$ cat config.mk
export PLATFORM = sky130hd
export DESIGN_NAME = cbor_item_head_encoder_top_flat
export DESIGN_NICKNAME = d
export VERILOG_FILES = /design/src/rtl/cihe_pkg.sv /design/src/rtl/cihe_req_if.sv /design/src/rtl/cihe_byte_if.sv /design/src/rtl/cihe_front.sv /design/src/rtl/cihe_queue.sv /design/src/rtl/cihe_back.sv /design/src/rtl/cbor_item_head_encoder_top.sv /design/src/flat_wrapper.sv
export SDC_FILE = /design/constraint.sdc
export NUM_CORES = 1
export LEC_CHECK = 0
export BUFFER_PORTS_ARGS = -buffer_cell sky130_fd_sc_hd__clkbuf_2
export CAP_MARGIN = 20
export CORE_MARGIN = 2
export CORE_UTILIZATION = 45
export CTS_CLUSTER_DIAMETER = 100
export DETAILED_ROUTE_END_ITERATION = 16
export PLACE_DENSITY = 0.67
export SLEW_MARGIN = 20
export SYNTH_ARGS = -nofsm -noshare
export SYNTH_HDL_FRONTEND = slang
export SYNTH_HIERARCHICAL = 1
export SYNTH_SLANG_ARGS = --single-unit
$ cat constraint.sdc
create_clock -name clk -period 6.31 [get_ports clk]
set_clock_uncertainty 0.05 [all_clocks]
set_input_delay 1.262 -clock clk [delete_from_list [all_inputs] [get_ports clk]]
set_output_delay 1.262 -clock clk [all_outputs]
set_load 0.01 [all_outputs]
$ cat src/rtl/cihe_pkg.sv
// Shared types and constants for the CBOR item head encoder.
`default_nettype none

package cihe_pkg;

    // Operation codes on the request channel
    localparam logic [3:0] OP_UINT   = 4'd0;
    localparam logic [3:0] OP_SIGNED = 4'd1;
    localparam logic [3:0] OP_BYTES  = 4'd2;
    localparam logic [3:0] OP_TEXT   = 4'd3;
    localparam logic [3:0] OP_ARRAY  = 4'd4;
    localparam logic [3:0] OP_MAP    = 4'd5;
    localparam logic [3:0] OP_TAG    = 4'd6;
    localparam logic [3:0] OP_BREAK  = 4'd7;
    localparam logic [3:0] OP_BOOL   = 4'd8;
    localparam logic [3:0] OP_NULL   = 4'd9;
    localparam logic [3:0] OP_UNDEF  = 4'd10;
    localparam logic [3:0] OP_RAW    = 4'd11;

    // Major types
    localparam logic [2:0] MT_UINT  = 3'd0;
    localparam logic [2:0] MT_NINT  = 3'd1;
    localparam logic [2:0] MT_BYTES = 3'd2;
    localparam logic [2:0] MT_TEXT  = 3'd3;
    localparam logic [2:0] MT_ARRAY = 3'd4;
    localparam logic [2:0] MT_MAP   = 3'd5;
    localparam logic [2:0] MT_TAG   = 3'd6;

    // Additional info codes for following argument bytes
    localparam logic [4:0] AI_INLINE_MAX = 5'd23;
    localparam logic [4:0] AI_ONE        = 5'd24;
    localparam logic [4:0] AI_TWO        = 5'd25;
    localparam logic [4:0] AI_FOUR       = 5'd26;
    localparam logic [4:0] AI_EIGHT      = 5'd27;

    // Fixed single-byte items
    localparam logic [7:0] BYTE_ARRAY_INDEF = 8'h9f;
    localparam logic [7:0] BYTE_MAP_INDEF   = 8'hbf;
    localparam logic [7:0] BYTE_BREAK       = 8'hff;
    localparam logic [7:0] BYTE_TRUE        = 8'hf5;
    localparam logic [7:0] BYTE_FALSE       = 8'hf4;
    localparam logic [7:0] BYTE_NULL        = 8'hf6;
    localparam logic [7:0] BYTE_UNDEF       = 8'hf7;

    localparam int unsigned MAX_EXTRA = 8;

    // One classified item: head byte, count of trailing bytes, and the
    // trailing bytes left-aligned so the next one sits in the top byte.
    typedef struct packed {
        logic [7:0]  lead;
        logic [3:0]  extra;
        logic [63:0] payload;
    } cmd_t;

endpackage

`default_nettype wire

$ cat src/rtl/cihe_req_if.sv
// Request channel: one CBOR item per transfer.
`default_nettype none

interface cihe_req_if;
    logic               valid;
    logic               ready;
    logic [3:0]         operation;
    logic [63:0]        argument;
    logic signed [63:0] signed_argument;
    logic               indefinite;
    logic               truth;
    logic [7:0]         data_byte;

    modport source (
        output valid, operation, argument, signed_argument, indefinite, truth, data_byte,
        input  ready
    );

    modport sink (
        input  valid, operation, argument, signed_argument, indefinite, truth, data_byte,
        output ready
    );
endinterface

`default_nettype wire

$ cat src/rtl/cihe_byte_if.sv
// Byte channel: one encoded byte per transfer with an end-of-item mark.
`default_nettype none

interface cihe_byte_if;
    logic       valid;
    logic       ready;
    logic [7:0] out_byte;
    logic       last;

    modport source (
        output valid, out_byte, last,
        input  ready
    );

    modport sink (
        input  valid, out_byte, last,
        output ready
    );
endinterface

`default_nettype wire

$ cat src/rtl/cihe_front.sv
// Front end: accepts requests and classifies each into a head command.
`default_nettype none

module cihe_front (
    cihe_req_if.sink          req,
    output logic              push_valid,
    input  logic              push_ready,
    output cihe_pkg::cmd_t    push_cmd
);

    logic [2:0]  head_major;
    logic [63:0] head_arg;
    logic        use_head;
    logic [7:0]  single_byte;
    logic        known_op;
    logic [4:0]  ai;
    logic [3:0]  extra;
    logic [63:0] aligned;

    always_comb
    begin
        head_major  = cihe_pkg::MT_UINT;
        head_arg    = req.argument;
        use_head    = 1'b0;
        single_byte = req.data_byte;
        known_op    = 1'b1;
        case (req.operation)
            cihe_pkg::OP_UINT:
            begin
                use_head = 1'b1;
            end
            cihe_pkg::OP_SIGNED:
            begin
                use_head = 1'b1;
                // -1-n is the bitwise complement for negative values
                if (req.signed_argument[63])
                begin
                    head_major = cihe_pkg::MT_NINT;
                    head_arg   = ~req.signed_argument;
                end
                else
                begin
                    head_arg = req.signed_argument;
                end
            end
            cihe_pkg::OP_BYTES:
            begin
                use_head   = 1'b1;
                head_major = cihe_pkg::MT_BYTES;
            end
            cihe_pkg::OP_TEXT:
            begin
                use_head   = 1'b1;
                head_major = cihe_pkg::MT_TEXT;
            end
            cihe_pkg::OP_ARRAY:
            begin
                use_head    = !req.indefinite;
                head_major  = cihe_pkg::MT_ARRAY;
                single_byte = cihe_pkg::BYTE_ARRAY_INDEF;
            end
            cihe_pkg::OP_MAP:
            begin
                use_head    = !req.indefinite;
                head_major  = cihe_pkg::MT_MAP;
                single_byte = cihe_pkg::BYTE_MAP_INDEF;
            end
            cihe_pkg::OP_TAG:
            begin
                use_head   = 1'b1;
                head_major = cihe_pkg::MT_TAG;
            end
            cihe_pkg::OP_BREAK: single_byte = cihe_pkg::BYTE_BREAK;
            cihe_pkg::OP_BOOL:
            begin
                single_byte = req.truth ? cihe_pkg::BYTE_TRUE : cihe_pkg::BYTE_FALSE;
            end
            cihe_pkg::OP_NULL:  single_byte = cihe_pkg::BYTE_NULL;
            cihe_pkg::OP_UNDEF: single_byte = cihe_pkg::BYTE_UNDEF;
            cihe_pkg::OP_RAW:   single_byte = req.data_byte;
            default:            known_op    = 1'b0;
        endcase
    end

    // Pick the shortest argument form and left-align the trailing bytes
    always_comb
    begin
        if (head_arg[63:5] == '0 && head_arg[4:0] <= cihe_pkg::AI_INLINE_MAX)
        begin
            ai      = head_arg[4:0];
            extra   = 4'd0;
            aligned = '0;
        end
        else if (head_arg[63:8] == '0)
        begin
            ai      = cihe_pkg::AI_ONE;
            extra   = 4'd1;
            aligned = {head_arg[7:0], 56'd0};
        end
        else if (head_arg[63:16] == '0)
        begin
            ai      = cihe_pkg::AI_TWO;
            extra   = 4'd2;
            aligned = {head_arg[15:0], 48'd0};
        end
        else if (head_arg[63:32] == '0)
        begin
            ai      = cihe_pkg::AI_FOUR;
            extra   = 4'd4;
            aligned = {head_arg[31:0], 32'd0};
        end
        else
        begin
            ai      = cihe_pkg::AI_EIGHT;
            extra   = 4'(cihe_pkg::MAX_EXTRA);
            aligned = head_arg;
        end
    end

    always_comb
    begin
        if (use_head)
        begin
            push_cmd.lead    = {head_major, ai};
            push_cmd.extra   = extra;
            push_cmd.payload = aligned;
        end
        else
        begin
            push_cmd.lead    = single_byte;
            push_cmd.extra   = 4'd0;
            push_cmd.payload = '0;
        end
    end

    // Undefined codes are taken and dropped
    assign req.ready  = push_ready;
    assign push_valid = req.valid && known_op;

endmodule

`default_nettype wire

$ cat src/rtl/cihe_queue.sv
// Command queue between the classifying front end and the byte sequencer.
`default_nettype none

module cihe_queue #(
    parameter int unsigned DEPTH = 2
) (
    input  logic           clk,
    input  logic           rst_n,
    input  logic           in_valid,
    output logic           in_ready,
    input  cihe_pkg::cmd_t in_cmd,
    output logic           out_valid,
    input  logic           out_ready,
    output cihe_pkg::cmd_t out_cmd
);

    localparam int unsigned PTR_W = (DEPTH > 1) ? $clog2(DEPTH) : 1;
    localparam int unsigned CNT_W = $clog2(DEPTH + 1);

    cihe_pkg::cmd_t     slot_reg [DEPTH];
    logic [PTR_W-1:0]   wr_ptr_reg;
    logic [PTR_W-1:0]   wr_ptr_next;
    logic [PTR_W-1:0]   rd_ptr_reg;
    logic [PTR_W-1:0]   rd_ptr_next;
    logic [CNT_W-1:0]   count_reg;
    logic [CNT_W-1:0]   count_next;
    logic               push;
    logic               pop;

    assign in_ready  = count_reg != CNT_W'(DEPTH);
    assign out_valid = count_reg != '0;
    assign out_cmd   = slot_reg[rd_ptr_reg];
    assign push      = in_valid && in_ready;
    assign pop       = out_valid && out_ready;

    always_comb
    begin
        wr_ptr_next = wr_ptr_reg;
        rd_ptr_next = rd_ptr_reg;
        count_next  = count_reg;
        if (push)
        begin
            wr_ptr_next = (wr_ptr_reg == PTR_W'(DEPTH - 1)) ? '0 : wr_ptr_reg + 1'b1;
        end
        if (pop)
        begin
            rd_ptr_next = (rd_ptr_reg == PTR_W'(DEPTH - 1)) ? '0 : rd_ptr_reg + 1'b1;
        end
        if (push && !pop)
        begin
            count_next = count_reg + 1'b1;
        end
        else if (pop && !push)
        begin
            count_next = count_reg - 1'b1;
        end
    end

    always_ff @(posedge clk or negedge rst_n)
    begin
        if (!rst_n)
        begin
            wr_ptr_reg <= '0;
            rd_ptr_reg <= '0;
            count_reg  <= '0;
        end
        else
        begin
            wr_ptr_reg <= wr_ptr_next;
            rd_ptr_reg <= rd_ptr_next;
            count_reg  <= count_next;
        end
    end

    always_ff @(posedge clk)
    begin
        if (push)
        begin
            slot_reg[wr_ptr_reg] <= in_cmd;
        end
    end

`ifndef NO_ASSERTIONS
    a_count_bound: assert property (@(posedge clk) disable iff (!rst_n)
        count_reg <= CNT_W'(DEPTH))
        else $error("queue count above depth");

    a_count_track: assert property (@(posedge clk) disable iff (!rst_n)
        (push && !pop) |=> count_reg == $past(count_reg) + 1'b1)
        else $error("queue count missed a push");
`endif

endmodule

`default_nettype wire

$ cat src/rtl/cihe_back.sv
// Back end: turns queued head commands into a byte stream, one byte per cycle while rsp is ready.
`default_nettype none

module cihe_back (
    input  logic           clk,
    input  logic           rst_n,
    input  logic           cmd_valid,
    output logic           cmd_ready,
    input  cihe_pkg::cmd_t cmd,
    cihe_byte_if.source    rsp
);

    logic        out_valid_reg;
    logic        out_valid_next;
    logic [7:0]  out_byte_reg;
    logic [7:0]  out_byte_next;
    logic        out_last_reg;
    logic        out_last_next;
    logic [63:0] shift_reg;
    logic [63:0] shift_next;
    logic [3:0]  left_reg;
    logic [3:0]  left_next;
    logic        advance;

    // The output register may load whenever it is empty or being drained
    assign advance   = !out_valid_reg || rsp.ready;
    assign cmd_ready = advance && left_reg == '0;

    always_comb
    begin
        out_valid_next = out_valid_reg;
        out_byte_next  = out_byte_reg;
        out_last_next  = out_last_reg;
        shift_next     = shift_reg;
        left_next      = left_reg;
        if (advance)
        begin
            if (left_reg != '0)
            begin
                // shift out the next argument byte, most significant first
                out_valid_next = 1'b1;
                out_byte_next  = shift_reg[63:56];
                out_last_next  = left_reg == 4'd1;
                shift_next     = {shift_reg[55:0], 8'd0};
                left_next      = left_reg - 1'b1;
            end
            else if (cmd_valid)
            begin
                out_valid_next = 1'b1;
                out_byte_next  = cmd.lead;
                out_last_next  = cmd.extra == '0;
                shift_next     = cmd.payload;
                left_next      = cmd.extra;
            end
            else
            begin
                out_valid_next = 1'b0;
            end
        end
    end

    always_ff @(posedge clk or negedge rst_n)
    begin
        if (!rst_n)
        begin
            out_valid_reg <= 1'b0;
            left_reg      <= '0;
        end
        else
        begin
            out_valid_reg <= out_valid_next;
            left_reg      <= left_next;
        end
    end

    always_ff @(posedge clk)
    begin
        out_byte_reg <= out_byte_next;
        out_last_reg <= out_last_next;
        shift_reg    <= shift_next;
    end

    assign rsp.valid    = out_valid_reg;
    assign rsp.out_byte = out_byte_reg;
    assign rsp.last     = out_last_reg;

`ifndef NO_ASSERTIONS
    a_left_bound: assert property (@(posedge clk) disable iff (!rst_n)
        left_reg <= 4'(cihe_pkg::MAX_EXTRA))
        else $error("too many argument bytes pending");

    a_last_closes: assert property (@(posedge clk) disable iff (!rst_n)
        (out_valid_reg && out_last_reg) |-> left_reg == '0)
        else $error("last byte flagged with bytes still pending");

    a_pending_shown: assert property (@(posedge clk) disable iff (!rst_n)
        left_reg != '0 |-> out_valid_reg && !out_last_reg)
        else $error("argument bytes pending without an open item");
`endif

endmodule

`default_nettype wire

$ cat src/rtl/cbor_item_head_encoder_top.sv
// Top level of the CBOR item head encoder.
`default_nettype none

// Each request on req is one CBOR element; its encoding leaves on rsp one byte
// per transfer, with last set on the element's final byte. An element takes
// 1, 2, 3, 5 or 9 bytes: the byte-wide output register of the sequencer sets
// the rate, one byte per clock while rsp is ready, with no gap between queued
// elements. The first byte of a request is written into a queue slot and then
// into the sequencer's output register before it appears on rsp. Requests with
// undefined operation codes are accepted and produce nothing. QUEUE_DEPTH sets
// how many classified elements may wait between the front end and the sequencer.
module cbor_item_head_encoder_top #(
    parameter int unsigned QUEUE_DEPTH = 2
) (
    input  logic        clk,
    input  logic        rst_n,
    cihe_req_if.sink    req,
    cihe_byte_if.source rsp
);

    logic           push_valid;
    logic           push_ready;
    cihe_pkg::cmd_t push_cmd;
    logic           pop_valid;
    logic           pop_ready;
    cihe_pkg::cmd_t pop_cmd;

    cihe_front u_front (
        .req        (req),
        .push_valid (push_valid),
        .push_ready (push_ready),
        .push_cmd   (push_cmd)
    );

    cihe_queue #(
        .DEPTH (QUEUE_DEPTH)
    ) u_queue (
        .clk       (clk),
        .rst_n     (rst_n),
        .in_valid  (push_valid),
        .in_ready  (push_ready),
        .in_cmd    (push_cmd),
        .out_valid (pop_valid),
        .out_ready (pop_ready),
        .out_cmd   (pop_cmd)
    );

    cihe_back u_back (
        .clk       (clk),
        .rst_n     (rst_n),
        .cmd_valid (pop_valid),
        .cmd_ready (pop_ready),
        .cmd       (pop_cmd),
        .rsp       (rsp)
    );

endmodule

`default_nettype wire

$ cat src/flat_wrapper.sv
// flat-port wrapper written by rule: the top's interface ports become plain ports
module cbor_item_head_encoder_top_flat 
#(
    parameter int unsigned QUEUE_DEPTH = 2
)
  (clk, rst_n, req_valid, req_operation, req_argument, req_signed_argument, req_indefinite, req_truth, req_data_byte, req_ready, rsp_valid, rsp_out_byte, rsp_last, rsp_ready);
  cihe_req_if req_i ();
  cihe_byte_if rsp_i ();
  input  logic clk;
  input  logic rst_n;
  input wire logic [$bits(req_i.valid)-1:0] req_valid;
  input wire logic [$bits(req_i.operation)-1:0] req_operation;
  input wire logic [$bits(req_i.argument)-1:0] req_argument;
  input wire logic [$bits(req_i.signed_argument)-1:0] req_signed_argument;
  input wire logic [$bits(req_i.indefinite)-1:0] req_indefinite;
  input wire logic [$bits(req_i.truth)-1:0] req_truth;
  input wire logic [$bits(req_i.data_byte)-1:0] req_data_byte;
  output wire logic [$bits(req_i.ready)-1:0] req_ready;
  output wire logic [$bits(rsp_i.valid)-1:0] rsp_valid;
  output wire logic [$bits(rsp_i.out_byte)-1:0] rsp_out_byte;
  output wire logic [$bits(rsp_i.last)-1:0] rsp_last;
  input wire logic [$bits(rsp_i.ready)-1:0] rsp_ready;
  assign req_i.valid = req_valid;
  assign req_i.operation = req_operation;
  assign req_i.argument = req_argument;
  assign req_i.signed_argument = req_signed_argument;
  assign req_i.indefinite = req_indefinite;
  assign req_i.truth = req_truth;
  assign req_i.data_byte = req_data_byte;
  assign req_ready = req_i.ready;
  assign rsp_valid = rsp_i.valid;
  assign rsp_out_byte = rsp_i.out_byte;
  assign rsp_last = rsp_i.last;
  assign rsp_i.ready = rsp_ready;
  cbor_item_head_encoder_top #(.QUEUE_DEPTH(QUEUE_DEPTH)) u_core (.clk(clk), .rst_n(rst_n), .req(req_i), .rsp(rsp_i));
endmodule
==> results of run 1 <==
-- worst paths after layout --
kind | cells after the start | startpoint | slack (ns) | end
max | 9 | req_signed_argument[63] | 1.97 | u_core/u_queue/slot_reg[1][63]
min | 1 | u_core/u_queue/count_reg[1] | 0.43 | u_core/u_queue/count_reg[1]
max reg2reg | 6 | u_core/u_back/left_reg[0] | 2.77 | u_core/u_back/shift_reg[15]
min reg2reg | 1 | u_core/u_queue/count_reg[1] | 0.43 | u_core/u_queue/count_reg[1]
max in group asynchronous | 1 | rst_n | 5.44 | u_core/u_queue/rd_ptr_reg
min in group asynchronous | 1 | rst_n | 0.55 | u_core/u_back/left_reg[0]
-- cell type report --
| type | instances | area (sq um) |
|---|---|---|
| inverters | 9 | 33.8 |
| flip-flops and latches | 234 | 6990 |
| fillers | 2311 | 12400 |
| clock inverters | 14 | 72.6 |
| diodes | 1 | 2.50 |
| well taps | 335 | 419 |
| multi-input cells | 747 | 4650 |
| repair buffers | 171 | 896 |
| clock buffers | 28 | 637 |
-- through the flow --
| step | hold slack, ns | setup WS (ns) | total power, mW | std cells |
|---|---|---|---|---|
| 2_1_floorplan | 0.406 | 0.821 | 3.51 | 1055 |
| 3_3_place_gp | 0.419 | 1.53 | 3.87 | 1496 |
| 3_5_place_dp | 0.425 | 1.47 | 3.89 | 1496 |
| 4_1_cts | 0.435 | 2.01 | 5.18 | 1538 |
| 5_1_grt | 0.460 | 1.74 | 5.41 | 1538 |
| 6_report | 0.431 | 1.97 | 5.14 | 1539 |
-- worst max-delay path: stages --
cell,delay (ns)
buf_4,0.61
buf_4,0.49
nand4_1,0.14
mux2i_1,0.23
nand3_1,0.13
a21o_1,0.29
or3_4,0.44
o21ai_1,0.68
nor3_1,0.20
-- cell families after synthesis --
family                     after synthesis  share of synthesized area
AOI/OAI and AO/OA                      144                     0.0742
xor gates and xnor gates                68                     0.0495
adders and majority gates                3                    0.00312
buffers and inverters                   74                     0.0353
DFF                                    234                      0.580
muxes                                   93                     0.0947
and+or+nand+nor                        439                      0.163
-- metal layers --
metal	wire length (um)	global-route usage	vias up
li1	-	-	4064
met5	0	0	-
met1	14800	0.333	4170
met2	14300	0.354	392
met4	1050	0.0756	0
met3	2090	0.0248	58
-- cells in the final DEF (no fill, tap or decap), drive strengths merged, types with 10 or more instances in the layout --
cell type,count
nand2,250
edfxtp,225
clkbuf,183
mux2,77
nor2,76
xnor2,55
a21oi,47
o21ai,39
buf,16
mux2i,16
nand4,15
or4,15
nor4,14
xor2,13
and3,13
a31oi,12
clkinv,12
nand2b,11
inv,11
nand3,10
-- report_power, final --
group	switching (mW)	internal, mW
logic	0.842	0.589
clock network	0.559	0.721
registers	0.178	2.25
total	1.58	3.56
==> metrics.yaml, run 1 <==
status:
  run_status: "complete, no violations"
setup_path:
  worst_setup_path_end_kind: "flip-flop"
  data_arrival_time_of_the_critical_path_ns: 4.50
  timing.critical_path.fanout_max: 66
  critPathLaunchType: "primary input"
  criticalPathCategory: "in2reg"
  cp.required_ns: 6.47
timing:
  final.setup.tns_ns: 0
  slew-limit-headroom: 0.337
  timing_max_transition_violations_final: 0
  finalWorstPathRequiredPeriod_ns: 4.34
  finalHoldViolations: 0
  unrepaired_setup_endpoints_after_global_routing: "no"
  clock.fmax_mhz: 231
  setup_viol: 0
  final_min_period_over_clock_period: 0.687
  worst_slew_pin_slew_ns: 0.993
floorplan:
  design.die.area_sq_um: 28100
  die_width_um: 168
  io-pin-count: 157
  core_sq_um: 26100
  dieHeight_um: 168
  initial_core_util: 0.461
  floorplan.rows: 59
logic_synthesis:
  synth_cell_type_count: 61
  synth_most_common_cell: "nand2_1"
  syn-cell-area_sq_um: 12000
  synth.yosys.seq_area_share: 0.580
  postSynth.asyncResetShare: 0.0385
  netlist_top_cells_count: "250 x nand2_1, 225 x edfxtp_1, 75 x nor2_1"
  synth_enable_flop_cells: 225
  netlist_instances: 1055
  postSynthNetCount: 1204
  synth_seq_cells: 234
  yosysWarningCount: 6
  syn_avg_cell_area_sq_um: 11.4
  ranking_of_synthesized_cells_by_area: "edfxtp_1 56%, nand2_1 7.8%, mux2_2 4.4%"
  synth_top_area_share: 0.561
  yosys_most_used_dff: "edfxtp_1"
  synth.largest_area_cell: "edfxtp_1"
clock_network:
  clock_sink_count: 234
  worstSkewPairLatency_ns: 0.51
  ctsHtreeMaxLevel: 1
  resized_after_cts: 0
  postCtsHoldBufs: 0
  cts_buffers: 24
  cts_tree: "yes"
  post_cts_buffers: 0
  clock_path_buffers: 3
  worst_setup_hold_path_clk_slew_ns: 0.06
  root_buffer_selected_by_cts: "clkbuf_16"
place:
  place_hpwl_um: 23700
  dpl_cell_area_sq_um: 13000
  globalplace.congestion: 0.956
  io_buffer_count: 156
drt:
  routed_wirelength_um: 32200
  routedWlPerCell_um: 20.9
  route.detailed.vias_per_inst: 5.64
  vias: 8684
  detail-route-antenna-nets: 0
  drtIter0Drc: 1063
  drc: 0
  firstDrtPassIters: 6
power:
  powerDensity_nw_per_um2: 375
  leakage_power_total_nw: 5.32
  vdd_drop_max_mv: 0.210
grt:
  grt-ovfl-total: 0
  groute.usage.overall: 0.227
  first_global_vias: 8294
  antenna_found_initial: 0
  grt_max_degree: 71
  grt_pass1_wl_um: 48900
hold_path:
  hp-class: "reg2reg"
final_layout:
  final_layout_size_suffix_gt1_frac: 0.249
  final_core_utilization: 0.524
  largest_reg_flops: 152
  synthToLayoutAreaGrowth_pct: 13.7
  finished_cell_area_sq_um: 13700
  nets: 1336
flow_run:
  max_cap_viol_count: 0
(Power assumes the default switching activity.)
==> run 2: changes to the inputs <==
clock period = 4.09 ns   (was 6.31 ns; I/O delays follow)
==> run 2 against run 1 <==
Net effect:
- first-iteration DRC count fell by 14%
- sequential share of layout area fell by 0.64 points
- clock power rose by 59%
- final area rose by 1.3%
- non-clock buffer count rose by 17
- die area did not move
- combinational power rose by 54%
- final cell count rose by 0.97%
==> metrics.yaml, run 2 (same netlist as run 1, synthesis figures left out) <==
status:
  run_status: "complete, no violations"
timing:
  unrepaired_setup_endpoints_after_global_routing: "no"
  fin_ws_ns: 1.02
  worst_slew_pin_slew_ns: 1.00
  slew-limit-headroom: 0.333
  clock.fmax_mhz: 326
  finalHoldViolations: 0
  finalWorstPathRequiredPeriod_ns: 3.07
  final_min_period_over_clock_period: 0.749
  setup_viol: 0
  timing_max_transition_violations_final: 0
  final.setup.tns_ns: 0
grt:
  groute.usage.overall: 0.224
  antenna_found_initial: 0
  grt_pass1_wl_um: 48400
  grt_max_degree: 77
  grt-ovfl-total: 0
  first_global_vias: 8266
floorplan:
  design.die.area_sq_um: 28100
  die_width_um: 168
  dieHeight_um: 168
  floorplan.rows: 59
  initial_core_util: 0.461
  core_sq_um: 26100
  io-pin-count: 157
setup_path:
  data_arrival_time_of_the_critical_path_ns: 3.35
  cp.required_ns: 4.38
  ff2ff_setup_slack_ns: 1.30
  worst_setup_path_end_kind: "flip-flop"
  criticalPathCategory: "in2reg"
  reg2reg_depth: 6
  regToRegStartpoint: "u_core/u_back/left_reg[0]"
  critPathLaunchType: "primary input"
  startpoint: "req_operation[3]"
  timing.critical_path.fanout_max: 35
power:
  power_mw: 8.03
  leakage_power_total_nw: 5.40
  powerDensity_nw_per_um2: 579
  vdd_drop_max_mv: 0.342
final_layout:
  largest_reg_flops: 152
  final.fill_count: 2319
  layout.cells.most_common_list: "250 x nand2_1, 225 x edfxtp_1, 155 x clkbuf_2"
  final_common_cell: "nand2_1"
  multiInputGateArea_sq_um: 4650
  regArea_sq_um: 6990
  nets: 1352
  final_layout_size_suffix_gt1_frac: 0.260
  finished_cell_area_sq_um: 13900
  n_diodes: 0
  synthToLayoutAreaGrowth_pct: 15.2
drt:
  detail-route-antenna-nets: 0
  firstDrtPassIters: 6
  routed_wirelength_um: 32100
  routedWlPerCell_um: 20.7
  route.detailed.vias_per_inst: 5.56
  vias: 8638
  drtIter0Drc: 914
  drc: 0
clock_network:
  post_cts_buffers: 0
  clock_path_buffers: 3
  root_buffer_selected_by_cts: "clkbuf_16"
  postCtsHoldBufs: 0
  worst_setup_hold_path_clk_slew_ns: 0.06
  clock_sink_count: 234
  cts_buffers: 23
  cts_tree: "yes"
  ctsHtreeMaxLevel: 1
  resized_after_cts: 0
  worstSkewPairLatency_ns: 0.50
flow_run:
  max_cap_viol_count: 0
place:
  pre_cts_slack_ns: 0.529
  dpl_cell_area_sq_um: 13100
  globalplace.congestion: 0.979
  place_hpwl_um: 23600
  io_buffer_count: 156
hold_path:
  hp-class: "in2async"
[run 2: path summary, 6_finish.rpt]
check,endpoint
worst max-delay path,u_core/u_queue/slot_reg[1][70]
worst min-delay path,u_core/u_queue/wr_ptr_reg
worst max register to register,u_core/u_back/shift_reg[39]
worst min register to register,u_core/u_back/shift_reg[23]
max in group asynchronous,u_core/u_queue/rd_ptr_reg
min in group clk,u_core/u_back/shift_reg[23]
[run 2: critical path, cell delays in order]
cell,delay [ns]
clkbuf_2,0.24
or4b_4,0.77
a21oi_2,0.34
o2111ai_1,0.21
or3_4,0.42
or3_1,0.36
a21oi_1,0.19
[run 2: area by class of cell]
class | instances | area share
multi-input cells | 747 | 0.335
flip-flops and latches | 234 | 0.504
clock inverters | 10 | 0.00785
well taps | 335 | 0.0302
clock buffers | 31 | 0.0444
inverters | 9 | 0.00244
repair buffers | 188 | 0.0765
[run 2: report_power, final]
part | switching (mW) | leakage [nW] | internal [mW] | total (mW)
logic | 1.26 | 2.79 | 0.944 | 2.20
clock network | 0.845 | 0.351 | 1.19 | 2.03
registers | 0.335 | 2.26 | 3.47 | 3.80
[run 2: layer usage]
layer	GRT usage	up-vias	part of all wire
met2	0.353	411	0.45
li1	-	4101	-
met1	0.328	4071	0.44
met4	0.0616	0	0.027
met3	0.0305	55	0.081
met5	0	-	0
[run 2: stage by stage]
step,hold WS (ns),std cells,util
after CTS,0.116,1554,0.531
after floorplan,0.406,1055,-
after global placement,0.427,1513,0.503
after detailed placement,0.447,1513,0.503
after global routing,0.131,1554,0.531
final,0.123,1554,0.531
==> run 3: changes to the inputs <==
ABC_AREA = 1   (was unset)
PLACE_DENSITY = 0.69   (was 0.67)
clock period = 2.5 ns   (was 4.09 ns; I/O delays follow)
==> run 3 against run 2 <==
Net effect:
- power is 83% higher
- setup slack got worse by 0.93 ns
- clock power is 78% higher
- synthesized cell count increased by 60%
- final area is 22% higher
- hold slack better by 0.052 ns
- via count rose by 38%
- final cell count is 55% higher
==> metrics.yaml, run 3 <==
logic_synthesis:
  synth_top_family_by_area: "simple AND/OR/NAND/NOR gates"
  syn-cell-area_sq_um: 13400
  synth.largest_area_cell: "edfxtp_1"
  synth.yosys.seq_area_share: 0.522
  synth_enable_flop_cells: 225
  yosys_most_used_dff: "edfxtp_1"
  ranking_of_synthesized_cells_by_area: "edfxtp_1 51%, nand2_1 23%, nand3_1 4.2%"
  synth_most_common_cell: "nand2_1"
  postSynth.asyncResetShare: 0.0385
  synth_cell_type_count: 41
  synth_fa_ha_area_frac: 0.00281
  synth-compound-area-share: 0.0311
  yosys.area_share.xor_xnor: 0.0236
  netlist_instances: 1686
  postSynthNetCount: 1835
  synth_top_area_share: 0.505
  syn_avg_cell_area_sq_um: 7.93
  post_synth_and_or_nand_nor_area_fraction: 0.338
  yosysWarningCount: 6
  synth_seq_cells: 234
  muxShareOfSynthArea: 0
  netlist_top_cells_count: "826 x nand2_1, 225 x edfxtp_1, 136 x inv_1"
drt:
  drc: 0
  detail-route-antenna-nets: 0
  routedWlPerCell_um: 16.6
  vias: 12000
  firstDrtPassIters: 6
  route.detailed.vias_per_inst: 4.96
  routed_wirelength_um: 40100
  drtIter0Drc: 1139
final_layout:
  nets: 2153
  synthToLayoutAreaGrowth_pct: 26.4
  n_diodes: 0
  largest_reg_flops: 152
  regArea_sq_um: 6980
  final.fill_count: 2720
  multiInputGateArea_sq_um: 5340
  final_layout_size_suffix_gt1_frac: 0.232
  final_common_cell: "nand2_1"
  layout.cells.most_common_list: "821 x nand2_1, 225 x edfxtp_1, 188 x buf_4"
power:
  vdd_drop_max_mv: 0.659
  leakage_power_total_nw: 8.35
  switching_power_mw: 5.18
  powerDensity_nw_per_um2: 871
  switching_share: 0.352
  power.clock.fraction: 0.245
  power.sequential.fraction: 0.421
  intPower_mw: 9.55
  combPwrFrac: 0.334
clock_network:
  ctsHtreeMaxLevel: 1
  clock_path_buffers: 3
  clock_sink_count: 234
  cts_buffers: 24
  root_buffer_selected_by_cts: "clkbuf_16"
  worstSkewPairLatency_ns: 0.55
  worst_setup_hold_path_clk_slew_ns: 0.06
  cts_tree: "yes"
floorplan:
  die_width_um: 176
  dieHeight_um: 176
  design.die.area_sq_um: 31100
  initial_core_util: 0.453
  floorplan.rows: 63
  core_sq_um: 29500
  io-pin-count: 157
setup_path:
  critPathLaunchType: "primary input"
  worst_setup_path_end_kind: "flip-flop"
  timing.critical_path.fanout_max: 14
  cpPeakStageDelay_ns: 0.17
  ff2ff_setup_slack_ns: 0.48
  endpoint: "u_core/u_queue/slot_reg[1][50]"
  regToRegStartpoint: "u_core/u_back/left_reg[0]"
  crit_path_frequent_cell: "nand2_1"
  crit_path_cell_trace: "clkbuf_2 > inv_2 > nand2_2 > nor2_4 > buf_4 > clkbuf_16 > buf_4 > nand2_1 > nand2_1 > nor2_2 > nand2_1 > nor2_1 > nand2_1 > nor2_4 > buf_12 > buf_6 > nand3_1 > nand2_1 > nand2_1 > nand2_2"
  worst_path_max_delay_cell: "clkbuf_16"
  reg2reg_depth: 10
  timing.rr.end: "u_core/u_queue/count_reg[1]"
  data_arrival_time_of_the_critical_path_ns: 2.74
  criticalPathCategory: "in2reg"
  cp.required_ns: 2.83
  startpoint: "req_operation[2]"
place:
  io_buffer_count: 156
  pre_cts_slack_ns: -0.447
  place_hpwl_um: 30400
  globalplace.congestion: 0.933
timing:
  slew-limit-headroom: 0.529
  timing_max_transition_violations_final: 0
  finalWorstPathRequiredPeriod_ns: 2.41
  final_min_period_over_clock_period: 0.964
  setup_viol: 0
  fin_ws_ns: 0.0905
  finalHoldViolations: 0
  worst_slew_pin_slew_ns: 0.707
  final.setup.tns_ns: 0
  clock.fmax_mhz: 415
status:
  run_status: "complete, no violations"
grt:
  grt_max_degree: 80
  antenna_found_initial: 0
  groute.usage.overall: 0.258
  first_global_vias: 11200
  grt-ovfl-total: 0
  grt_pass1_wl_um: 62000
hold_path:
  hp-class: "in2reg"
flow_run:
  max_cap_viol_count: 0
## run 3: cell count changes in the layout (fill, tap and decap cells not counted), moves of 15 or more
| cell | previous run | this run |
|---|---|---|
| a21oi_1 | 44 | 13 |
| nor2_1 | 74 | 120 |
| o21ai_1 | 8 | 23 |
| nand2_1 | 250 | 821 |
| nand3_1 | 10 | 113 |
| buf_12 | 3 | 24 |
| buf_4 | 30 | 188 |
| inv_1 | 7 | 136 |
| mux2_2 | 47 | 0 |
| or4_1 | 15 | 0 |
| mux2_4 | 30 | 0 |
| mux2i_1 | 16 | 0 |
| xnor2_1 | 55 | 27 |
## run 3: area by class of cell
cell class | instances | share of cell area
clock buffer | 31 | 0.0389
clock inverter | 13 | 0.00896
inverter | 147 | 0.0331
multi-input combinational | 1225 | 0.316
sequential | 234 | 0.413
tap | 390 | 0.0289
timing repair buffer | 372 | 0.161
## run 3: cell families (layout without fill, tap and decap cells)
logic type      after synthesis  in the layout
simple gates               1110           1110
flops                       234            234
fa+ha+maj                     3              3
xor+xnor                     36             36
buf+inv                     227            563
compound gates               76             76
## run 3: repair_timing
| action | in CTS | in global routing |
|---|---|---|
| endpoints found under the hold margin | 9 | 0 |
| buffers inserted | 0 | 7 |
| endpoints found under the setup margin | 0 | 85 |
| gates resized for setup | 0 | 12 |
| hold buffers | 1 | 0 |
## run 3: routing by layer
layer / share of wire / GRT usage / vias up / wire length (um)
li1: - / - / 5956 / -
met1: 0.43 / 0.359 / 5455 / 17200
met2: 0.48 / 0.430 / 481 / 19100
met3: 0.066 / 0.0235 / 65 / 2640
met4: 0.027 / 0.0758 / 0 / 1090
met5: 0 / 0 / - / 0
## run 3: worst min path at each step
| stage | start | endpoint | slack [ns] | cells past startpoint |
|---|---|---|---|---|
| floorplan | rst_n | u_core/u_back/left_reg[0] | 0.15 | 0 |
| global placement | rst_n | u_core/u_queue/wr_ptr_reg | 0.32 | 1 |
| detailed placement | rst_n | u_core/u_queue/wr_ptr_reg | 0.33 | 1 |
| CTS | rsp_ready | u_core/u_back/rsp.valid | 0.16 | 3 |
| global route | rsp_ready | u_core/u_back/rsp.valid | 0.19 | 3 |
| finish | rsp_ready | u_core/u_back/rsp.valid | 0.18 | 3 |
## run 3: per-stage QoR
stage | util | total power [mW] | cells | instance area, sq um | hold slack [ns]
after floorplan | - | 9.37 | 1686 | 13400 | 0.154
after global placement | 0.542 | 11.1 | 2359 | 16000 | 0.319
after detailed placement | 0.542 | 11.2 | 2359 | 16000 | 0.325
after CTS | 0.569 | 14.8 | 2404 | 16800 | 0.163
after global routing | 0.573 | 15.6 | 2412 | 16900 | 0.190
final | 0.573 | 14.7 | 2412 | 16900 | 0.175
## run 3: critical path, delay by kind of cell
family                 cells  cell delay [ns]
AND/OR/NAND/NOR           13             1.32
buffers and inverters      7             0.91
## run 3: power groups by stage
stage	sequential (mW)	clock (mW)	combinational (mW)
final	6.20	3.61	4.92
after floorplan	6.24	0	3.13
after global routing	6.29	3.82	5.48
after global placement	6.24	0	4.83
after detailed placement	6.27	0	4.89
after CTS	6.20	3.64	4.92
